$ cat src/rtl/sidr_pkg.sv
// Package for the sorted ID registry: request and result word types,
// request and status codes, and the compare flags of the shared unit.
// Depends on nothing; every other file of the block imports it.
package sidr_pkg;

  localparam int ID_W  = 32;
  localparam int LEN_W = 16;
  localparam int POS_W = 6;

  // Request codes.
  localparam logic [1:0] REQ_REG   = 2'd0;
  localparam logic [1:0] REQ_FIND  = 2'd1;
  localparam logic [1:0] REQ_DEL   = 2'd2;
  localparam logic [1:0] REQ_BCAST = 2'd3;

  // Status codes.
  localparam logic [1:0] ST_OK   = 2'd0;
  localparam logic [1:0] ST_ERR  = 2'd1;
  localparam logic [1:0] ST_FULL = 2'd2;

  // One request word.
  typedef struct packed {
    logic [1:0]       req_type;
    logic [ID_W-1:0]  user_id;
    logic [LEN_W-1:0] payload_len;
  } req_t;

  // One result word.
  typedef struct packed {
    logic [1:0]       status;
    logic [POS_W-1:0] position;
    logic             dest_valid;
    logic [ID_W-1:0]  dest_id;
    logic             last;
  } res_t;

  // Flags from the shared compare unit.
  typedef struct packed {
    logic eq;
    logic ge;
  } cmp_t;

endpackage

$ cat src/rtl/sidr_ram.sv
// Member ID store of the sorted ID registry: one write port and one
// registered read port. Depends on sidr_pkg for the ID width.
module sidr_ram #(
  parameter int DEPTH = 64,
  parameter int AW    = 6
) (
  input  logic                      clk,
  input  logic                      we,
  input  logic [AW-1:0]             waddr,
  input  logic [sidr_pkg::ID_W-1:0] wdata,
  input  logic [AW-1:0]             raddr,
  output logic [sidr_pkg::ID_W-1:0] rdata
);
  import sidr_pkg::*;

  logic [ID_W-1:0] mem [DEPTH];

  // Write port.
  always_ff @(posedge clk) begin
    if (we) begin
      mem[waddr] <= wdata;
    end
  end

  // Registered read port; the data appear in the cycle after the address.
  always_ff @(posedge clk) begin
    rdata <= mem[raddr];
  end

endmodule

$ cat src/rtl/sidr_cmp.sv
// Shared compare unit of the sorted ID registry: compares a stored entry
// with the request key, unsigned. Depends on sidr_pkg for cmp_t.
module sidr_cmp (
  input  logic [sidr_pkg::ID_W-1:0] entry,
  input  logic [sidr_pkg::ID_W-1:0] key,
  output sidr_pkg::cmp_t            flags
);
  import sidr_pkg::*;

  // Equality for lookup and broadcast skip, greater-or-equal for the
  // insertion point of the ascending table.
  always_comb begin
    flags.eq = (entry == key);
    flags.ge = (entry >= key);
  end

endmodule

$ cat src/rtl/sorted_id_registry_core.sv
// Top level of the sorted ID registry: request sequencer and member count.
// Depends on sidr_pkg, sidr_ram and sidr_cmp.

// The block keeps up to TABLE_DEPTH member IDs in ascending unsigned order
// and serves one request word at a time: start is taken while busy is low.
// A sequencer walks the table through one read port and one compare unit,
// reading each entry visited and then comparing it, and moves entries one
// at a time, read and then written, when an ID is inserted or deleted. A
// broadcast with a zero ID or length, or a find or delete with a zero ID,
// is rejected from the idle state without a walk of the table. Each result
// word is shown for exactly one cycle with valid high and must be taken
// then, as the receiver cannot hold results off; a broadcast emits one word
// per destination, with last set on the final one, or a single word without
// a destination if there is none. Reset clears the state, the member count
// and the held and found flags; the table contents need no clearing pass.
module sorted_id_registry_core #(
  parameter int TABLE_DEPTH = 64
) (
  input  logic           clk,
  input  logic           rst,
  input  logic           start,
  input  sidr_pkg::req_t req,
  output logic           busy,
  output logic           valid,
  output sidr_pkg::res_t result
);
  import sidr_pkg::*;

  localparam int AW = $clog2(TABLE_DEPTH);
  localparam int CW = $clog2(TABLE_DEPTH + 1);
  localparam logic [CW-1:0] FULL = CW'(TABLE_DEPTH);
  localparam logic [CW-1:0] ONE  = CW'(1);

  // Sequencer states.
  localparam logic [2:0] S_IDLE    = 3'd0;
  localparam logic [2:0] S_SCAN_RD = 3'd1;
  localparam logic [2:0] S_SCAN_CMP= 3'd2;
  localparam logic [2:0] S_RESOLVE = 3'd3;
  localparam logic [2:0] S_SH_RD   = 3'd4;
  localparam logic [2:0] S_SH_WR   = 3'd5;
  localparam logic [2:0] S_INS     = 3'd6;

  logic [2:0]      state;
  req_t            cur;
  logic [CW-1:0]   idx;
  logic [CW-1:0]   pos;
  logic [CW-1:0]   cnt;
  logic            found;
  logic            held_v;
  logic [ID_W-1:0] held_id;

  logic [CW-1:0]   idx_inc;
  logic [CW-1:0]   idx_dec;
  logic            ram_we;
  logic [AW-1:0]   ram_waddr;
  logic [ID_W-1:0] ram_wdata;
  logic [AW-1:0]   ram_raddr;
  logic [ID_W-1:0] ram_rdata;
  cmp_t            flags;

  // Builds one result word.
  function automatic res_t mk_res(logic [1:0] st, logic [CW-1:0] p, logic dv,
                                  logic [ID_W-1:0] did, logic lst);
    res_t r;
    r.status     = st;
    r.position   = POS_W'(p);
    r.dest_valid = dv;
    r.dest_id    = did;
    r.last       = lst;
    return r;
  endfunction

  assign busy    = (state != S_IDLE);
  assign idx_inc = idx + ONE;
  assign idx_dec = idx - ONE;

  // Table store and shared compare unit.
  sidr_ram #(
    .DEPTH (TABLE_DEPTH),
    .AW    (AW)
  ) u_ram (
    .clk   (clk),
    .we    (ram_we),
    .waddr (ram_waddr),
    .wdata (ram_wdata),
    .raddr (ram_raddr),
    .rdata (ram_rdata)
  );

  sidr_cmp u_cmp (
    .entry (ram_rdata),
    .key   (cur.user_id),
    .flags (flags)
  );

  // Memory port control. An insert moves entries up, reading the one below
  // the pointer; a delete moves them down, reading the one above it.
  always_comb begin
    ram_we    = 1'b0;
    ram_waddr = idx[AW-1:0];
    ram_wdata = ram_rdata;
    ram_raddr = idx[AW-1:0];
    case (state)
      S_SH_RD: begin
        ram_raddr = (cur.req_type == REQ_REG) ? idx_dec[AW-1:0] : idx_inc[AW-1:0];
      end
      S_SH_WR: begin
        ram_we = 1'b1;
      end
      S_INS: begin
        ram_we    = 1'b1;
        ram_waddr = pos[AW-1:0];
        ram_wdata = cur.user_id;
      end
      default: begin
        ram_we = 1'b0;
      end
    endcase
  end

  // Request sequencer.
  always_ff @(posedge clk) begin
    valid <= 1'b0;
    if (rst) begin
      state  <= S_IDLE;
      cnt    <= '0;
      held_v <= 1'b0;
      found  <= 1'b0;
    end else begin
      case (state)
        S_IDLE: begin
          if (start) begin
            cur    <= req;
            idx    <= '0;
            held_v <= 1'b0;
            if (req.req_type == REQ_BCAST &&
                (req.user_id == '0 || req.payload_len == '0)) begin
              valid  <= 1'b1;
              result <= mk_res(ST_ERR, '0, 1'b0, '0, 1'b1);
            end else if ((req.req_type inside {REQ_FIND, REQ_DEL}) &&
                         req.user_id == '0) begin
              valid  <= 1'b1;
              result <= mk_res(ST_ERR, '0, 1'b0, '0, 1'b1);
            end else begin
              state <= S_SCAN_RD;
            end
          end
        end

        // Issue the read of the next entry, or close the walk at the end.
        S_SCAN_RD: begin
          if (idx == cnt) begin
            if (cur.req_type == REQ_BCAST) begin
              valid <= 1'b1;
              if (held_v) begin
                result <= mk_res(ST_OK, '0, 1'b1, held_id, 1'b1);
              end else begin
                result <= mk_res(ST_OK, '0, 1'b0, '0, 1'b1);
              end
              state <= S_IDLE;
            end else begin
              found <= 1'b0;
              pos   <= idx;
              state <= S_RESOLVE;
            end
          end else begin
            state <= S_SCAN_CMP;
          end
        end

        // Compare the entry just read. A broadcast holds back one
        // destination so that the final one can be marked last.
        S_SCAN_CMP: begin
          if (cur.req_type == REQ_BCAST) begin
            if (!flags.eq) begin
              if (held_v) begin
                valid  <= 1'b1;
                result <= mk_res(ST_OK, '0, 1'b1, held_id, 1'b0);
              end
              held_v  <= 1'b1;
              held_id <= ram_rdata;
            end
            idx   <= idx_inc;
            state <= S_SCAN_RD;
          end else if (flags.ge) begin
            found <= flags.eq;
            pos   <= idx;
            state <= S_RESOLVE;
          end else begin
            idx   <= idx_inc;
            state <= S_SCAN_RD;
          end
        end

        // Act on the lookup outcome.
        S_RESOLVE: begin
          case (cur.req_type)
            REQ_REG: begin
              if (found) begin
                valid  <= 1'b1;
                result <= mk_res(ST_ERR, '0, 1'b0, '0, 1'b1);
                state  <= S_IDLE;
              end else if (cnt == FULL) begin
                valid  <= 1'b1;
                result <= mk_res(ST_FULL, '0, 1'b0, '0, 1'b1);
                state  <= S_IDLE;
              end else if (cnt > pos) begin
                idx   <= cnt;
                state <= S_SH_RD;
              end else begin
                state <= S_INS;
              end
            end
            REQ_FIND: begin
              valid <= 1'b1;
              if (found) begin
                result <= mk_res(ST_OK, pos, 1'b0, '0, 1'b1);
              end else begin
                result <= mk_res(ST_ERR, '0, 1'b0, '0, 1'b1);
              end
              state <= S_IDLE;
            end
            REQ_DEL: begin
              if (!found) begin
                valid  <= 1'b1;
                result <= mk_res(ST_ERR, '0, 1'b0, '0, 1'b1);
                state  <= S_IDLE;
              end else if ((pos + ONE) < cnt) begin
                idx   <= pos;
                state <= S_SH_RD;
              end else begin
                cnt    <= cnt - ONE;
                valid  <= 1'b1;
                result <= mk_res(ST_OK, '0, 1'b0, '0, 1'b1);
                state  <= S_IDLE;
              end
            end
            default: begin
              valid  <= 1'b1;
              result <= mk_res(ST_ERR, '0, 1'b0, '0, 1'b1);
              state  <= S_IDLE;
            end
          endcase
        end

        S_SH_RD: begin
          state <= S_SH_WR;
        end

        // The moved entry is written at the pointer by the port control.
        S_SH_WR: begin
          if (cur.req_type == REQ_REG) begin
            idx <= idx_dec;
            if (idx_dec > pos) begin
              state <= S_SH_RD;
            end else begin
              state <= S_INS;
            end
          end else begin
            idx <= idx_inc;
            if ((idx_inc + ONE) < cnt) begin
              state <= S_SH_RD;
            end else begin
              cnt    <= cnt - ONE;
              valid  <= 1'b1;
              result <= mk_res(ST_OK, '0, 1'b0, '0, 1'b1);
              state  <= S_IDLE;
            end
          end
        end

        // The new ID is written into the gap by the port control.
        S_INS: begin
          cnt    <= cnt + ONE;
          valid  <= 1'b1;
          result <= mk_res(ST_OK, pos, 1'b0, '0, 1'b1);
          state  <= S_IDLE;
        end

        default: begin
          state <= S_IDLE;
        end
      endcase
    end
  end

endmodule

$ cat config.mk
export PLATFORM = sky130hd
export DESIGN_NAME = sorted_id_registry_core
export DESIGN_NICKNAME = d
export VERILOG_FILES = /design/src/rtl/sidr_pkg.sv /design/src/rtl/sidr_ram.sv /design/src/rtl/sidr_cmp.sv /design/src/rtl/sorted_id_registry_core.sv
export SDC_FILE = /design/constraint.sdc
export NUM_CORES = 2
export LEC_CHECK = 0
export BUFFER_PORTS_ARGS = -buffer_cell sky130_fd_sc_hd__buf_2
export CELL_PAD_IN_SITES_DETAIL_PLACEMENT = 1
export CELL_PAD_IN_SITES_GLOBAL_PLACEMENT = 1
export CORE_MARGIN = 1.5
export CORE_UTILIZATION = 55
export DETAILED_ROUTE_END_ITERATION = 7
export PLACE_DENSITY = 0.8
export SYNTH_ARGS = -nofsm -noshare
export SYNTH_HDL_FRONTEND = slang
export SYNTH_SLANG_ARGS = --single-unit
$ cat constraint.sdc
create_clock -name clk -period 12.78 [get_ports clk]
set_input_delay 0.639 -clock clk [delete_from_list [all_inputs] [get_ports clk]]
set_output_delay 0.639 -clock clk [all_outputs]
set_load 0.01 [all_outputs]
# After elaboration in Yosys (flattened, before gate mapping)
# Memories as Yosys holds them, arrays and structs flattened. A register that Yosys moved wholly into a read port is not among the register bits.
# Cells that the tools add are included.
# totals
reg_bits	135
ramBits	2048
inputBits	53
word_cells	183
mem_count	1
# op_classes
n_addsub	6
order_cmp	5
n_eq_ne	41
n_mux	89
bitwise_logic	2
reduce_logical	24
# memory_table
name	depth	width	read_ports	rd_clocked_by_memory_dff	write_ports	line_no	text
u_ram.mem	64	32	1	1	1	sidr_ram.sv:16	logic [ID_W-1:0] mem [DEPTH];
# op_table
cell	count
$mux 42	14
$pmux 42 s6	1
$mux 7	18
$pmux 42 s3	1
$mux 41	1
$mux 34	1
$eq 32x32->1	1
$ge 32x32->1	1
$logic_not 32->1	1
$mux 32	1
$ne 2x2->1 const B	16
$mux 3	10
$add 7x1->7 const B	4
$pmux 7 s2	2
$pmux 7 s4	1
$mux 1	24
$ne 3x3->1 const B	8
$pmux 7 s3	1
$mux 6	3
$pmux 3 s6	1
$logic_not 16->1	1
$gt 7x7->1	2
$lt 7x7->1	2
$sub 7x1->7 const B	2
28 further kinds	50

# Logic depth before layout (Yosys ltp)
# logic_depth
ltp_word	7
depth_mapped	16

# Cells and area by module
# From an unflattened synthesis, not the netlist that was laid out.
# hier_totals
hier_cells	4189
area_unflattened_um2	86774.5
# by_module_without_submodules
mod	instances	cells_per_inst	area_per_inst_um2
sidr_ram	1	3511	79039.6
sorted_id_registry_core	1	567	6916.6
sidr_cmp	1	111	818.3

# Least setup slack after synthesis
# No wires, ideal clock.
# synth_path
path_kind	reg2reg
start	register idx[0]
end	register result[0] (netlist bit) (enable)
arrival_time_ns	6.279
slack_ns	5.955
path_stages_with_launch	13
path_buffers	1
path_cell_list	edfxtp_1 -> buf_2 -> inv_1 -> ha_1 -> inv_1 -> nor3_1 -> nand2_1 -> xnor2_1 -> ha_1 -> o211ai_1 -> a21oi_1 -> nor2_1 -> nor4_1
# synth_via
elab_chain_cells	5
# synth_lines
element	line_no	text
from (decl)	sorted_id_registry_core.sv:45	logic [CW-1:0] idx;
from (signal assigned)	sorted_id_registry_core.sv:183	idx <= idx_inc;
from (signal assigned)	sorted_id_registry_core.sv:190	idx <= idx_inc;
from (signal assigned)	sorted_id_registry_core.sv:208	idx <= cnt;
$add 7x1->7	sorted_id_registry_core.sv:74	assign idx_inc = idx + ONE;
$add 7x1->7	sorted_id_registry_core.sv:261	if ((idx_inc + ONE) < cnt) begin
$lt 7x7->1	sorted_id_registry_core.sv:261	
$ne 2x2->1 (no source line)	n/a	
$reduce_and 13->1 (no source line) *	n/a	
to (signal assigned)	sorted_id_registry_core.sv:240	result <= mk_res(ST_ERR, '0, 1'b0, '0, 1'b1);
to (signal assigned)	sorted_id_registry_core.sv:266	result <= mk_res(ST_OK, '0, 1'b0, '0, 1'b1);
to (signal assigned)	sorted_id_registry_core.sv:276	result <= mk_res(ST_OK, pos, 1'b0, '0, 1'b1);
to (decl)	sorted_id_registry_core.sv:25	output sidr_pkg::res_t result
# Mark *: on every way between the ends. The rest lies on a longest branch, timed or not.
# A chain may end at the register's enable or synchronous reset.

# Worst setup path in the final report
# layout_path
start	register idx[0]
end	register u_ram.rdata[7] (netlist bit) (read register of u_ram.mem)
# layout_via
elab_chain_cells	3
# layout_lines
element	line_no	text
$add 7x1->7 or $sub 7x1->7 (tied branches)	sorted_id_registry_core.sv:74, sorted_id_registry_core.sv:75	
$mux 6	sorted_id_registry_core.sv:105	ram_raddr = (cur.req_type == REQ_REG) ? idx_dec[AW-1:0] : idx_inc[AW-1:0];
$mux 6 *	sorted_id_registry_core.sv:103	case (state)
to (decl)	sidr_ram.sv:12	output logic [sidr_pkg::ID_W-1:0] rdata
# Marks and branches as above.

==> flow_summary.json <==
{
  "hold_depth": 2,
  "drc_errors": 0,
  "nets": 6338,
  "worst_clock_skew_ns": 0.0555,
  "end_kind": "register",
  "status": "complete, no violations",
  "drive_gt1_share_pct": 12.0,
  "hp-start": "rst",
  "syn_nets": 6198,
  "synth_edf_count": 2170,
  "die_area_um2": 162000,
  "wl_mm": 300,
  "post_cts_resized": 0,
  "grt_usage_pct": 36.6,
  "whs_endpoint": "cnt[3]",
  "first_pass_iters": 6,
  "die_h_um": 402,
  "synth_top_area_cell": "edfxtp_1",
  "rr_worst_depth": 12,
  "cts_setup_buffers": 0,
  "crit_fanout": 78,
  "regArea_um2": 66100,
  "rows": 146,
  "rsz0062_at_grt": "false",
  "seq_area_frac_synth_pct": 75.3,
  "worst_pin_slew_ns": 1.18,
  "floorplan.initialDensity_pct": 55.4,
  "worstSetupPathType": "reg2reg",
  "place.gp.congestion": 0.906,
  "ys_seq_elements": 2215,
  "tns_ns": 0,
  "cp_data_arrival_time_ns": 7.37,
  "ios": 97,
  "overflow": 0,
  "cts-root-buf": "clkbuf_16",
  "clkTransAtPathRegs_ns": 0.07,
  "synth-async-reset-ratio_pct": 0,
  "cts_buffers": 215,
  "dieWidth_um": 402,
  "clock_sinks": 2215,
  "ys.flop_type": "edfxtp_1",
  "vias": 58100,
  "synth_cell_types": 74,
  "fill_cells": 14300,
  "synth_top_cell_area_share_pct": 74.3,
  "hold_buffers": 35,
  "max_freq_mhz": 150,
  "grt_pass1_wl_mm": 424,
  "grt_pass1_vias": 60500,
  "synth_area_leaders": "edfxtp_1 (74%), nand2_1 (6.5%), nand3_1 (3.0%), mux2i_1 (2.6%), a32oi_1 (1.9%)",
  "slew_headroom_pct": 20.5,
  "post-route-util_pct": 62.4,
  "avgSynthCellArea_um2": 14.4,
  "drv_cap": 0,
  "hpwl_mm": 156,
  "vdd.ir_drop.worst_v": 0.000144,
  "cp-start-kind": "register",
  "synthToLayoutAreaGrowth_pct": 12.6,
  "drt-initial-drc-count": 9137,
  "hold_class": "in2reg",
  "setup_viol": 0,
  "multi_input_area_um2": 20600,
  "drt-wirelength-per-cell_um": 35.4,
  "core_um2": 158000,
  "required_ns": 13.50,
  "ant_nets": 0,
  "fin_crit_sh_pct": 52.0,
  "io_buffers": 96,
  "antenna_found_initial": 10,
  "synthCells": 6074,
  "grt_max_degree": 169,
  "rrSetupSlack_ns": 6.13,
  "htree_num_levels": 4,
  "clock_path_buffers": 3,
  "rr_endpoint": "u_ram.rdata[7]",
  "via_per_inst": 6.85,
  "yosysWarnings": 0,
  "slew_viol_final": 0,
  "r2r-start": "idx[0]",
  "period_needed_ns": 6.65,
  "clk_latency_ns": 0.91,
  "cts_tree": "built",
  "synth_area_um2": 87700,
  "cellPowerDensity_nw_per_um2": 164,
  "p_leak_nw": 32.9,
  "hold_viol_final": 0
}
## area by class of cell
type,count,area share [%]
Clock inverter,138,1.47
Multi-Input combinational cell,3445,20.9
Inverter,53,0.201
Clock buffer,271,5.79
Sequential cell,2215,66.9
Timing Repair Buffer,284,2.13
Tap cell,2072,2.62
Antenna cell,8,0.0203
## how the worst max path moves through the flow
| stage | startpoint | slack [ns] | cells past startpoint | endpoint |
|---|---|---|---|---|
| after floorplan | idx[0] | 5.96 | 12 | result[0] |
| after global placement | idx[0] | 6.72 | 12 | u_ram.rdata[6] |
| after detailed placement | idx[0] | 6.53 | 12 | u_ram.rdata[7] |
| after CTS | idx[0] | 6.41 | 12 | u_ram.rdata[7] |
| after global routing | idx[0] | 5.98 | 12 | u_ram.rdata[7] |
| final | idx[0] | 6.13 | 12 | u_ram.rdata[7] |
## cells in the final DEF, fill, tap and decap left out, types with 14 or more instances in the layout
master         count
nor4_1            19
and2_1            44
nand2_1         1522
clkbuf_1          44
clkinv_1          39
and3_1            19
bufinv_16         22
xor2_1            14
dfxtp_1           45
nor4_2            20
nor2_4            68
a311oi_1          17
edfxtp_1        2170
clkinv_2          51
nand3_1          531
nor2_1            59
clkbuf_16        216
a211oi_1          30
buf_4            143
a31oi_1          194
a21oi_1           43
xnor2_1           21
a21o_1            20
or4_1             36
o21ai_0           27
mux2i_1          229
a32oi_1          191
ha_1              70
mux4_2            42
o21ai_4           31
nor3_1            20
nand4_1           41
inv_1             53
dlygate4sd3_1     35
buf_2             96
a22o_1            16
## flip-flops by register name, indices dropped and copies added (netlist names)
register and cells:
u_ram.mem 2048, result 42, pos 7, found 1
valid 1, u_ram.rdata 32, idx 7, held_v 1
held_id 32, cnt 7, cur 34, state 3
## Yosys cell counts, types with 20 or more instances
cell / instances
a31oi_1: 194
o21ai_0: 58
mux4_2: 42
a21o_1: 20
buf_4: 42
mux2i_1: 229
nand3_1: 531
nand2_1: 1524
ha_1: 70
and2_1: 45
nor2_1: 130
clkbuf_1: 140
buf_2: 147
xnor2_1: 23
nor3_1: 20
nor4_1: 23
a32oi_1: 192
inv_1: 53
edfxtp_1: 2170
nand4_1: 41
a21oi_1: 43
dfxtp_1: 45
or4_1: 36
a211oi_1: 30
## layer usage
metal,global-route usage (%),up-vias,routed length [µm]
li1,-,23200,-
met1,45.5,29500,104000
met2,58.5,4413,140000
met3,8.67,1053,34400
met4,22.5,6,21300
met5,0.268,-,83
## cells by family (layout without fill, tap and decap cells)
group           count (synthesis)  in the layout  synth area share [%]
simple gates                 2433           2433                  12.1
flops                        2215           2215                  75.3
compound gates                629            629                  5.18
buf+inv                       414            746                  2.31
mux                           273            273                  3.72
fa+ha+maj                      71             71                  1.02
xor+xnor                       39             39                 0.406
other cells                     0              8                     0
## worst max-delay path, cell delays in order, from the launching register on
cell and delay (ns):
edfxtp_1 0.59, inv_1 0.27, ha_1 0.42, o21ai_0 0.15, nand3_2 0.40, nand2_4 0.84
buf_4 0.81, buf_4 0.84, nand2_1 0.17, a32oi_1 0.31, a31oi_1 0.17, or4_1 0.72
nor4_2 0.61
## through the flow
step           area (µm²)  setup WS [ns]  hold WS, ns  total power, mW  std cells
6_report            98800           6.13        0.194             16.2       8486
3_5_place_dp        91200           6.53        0.460             9.72       8034
5_1_grt             98700           5.98        0.192             16.4       8478
3_3_place_gp        91200           6.72        0.460             9.65       8034
4_1_cts             98700           6.41        0.158             16.1       8478
2_1_floorplan       87700           5.96        0.424             9.19       6074
## power breakdown
group	internal (mW)	leakage (nW)	switching, mW
Sequential	8.30	19.7	0.0739
Clock	3.64	3.50	2.90
Combinational	0.274	9.71	1.01
Note: power is estimated with default switching activity, not from simulation.
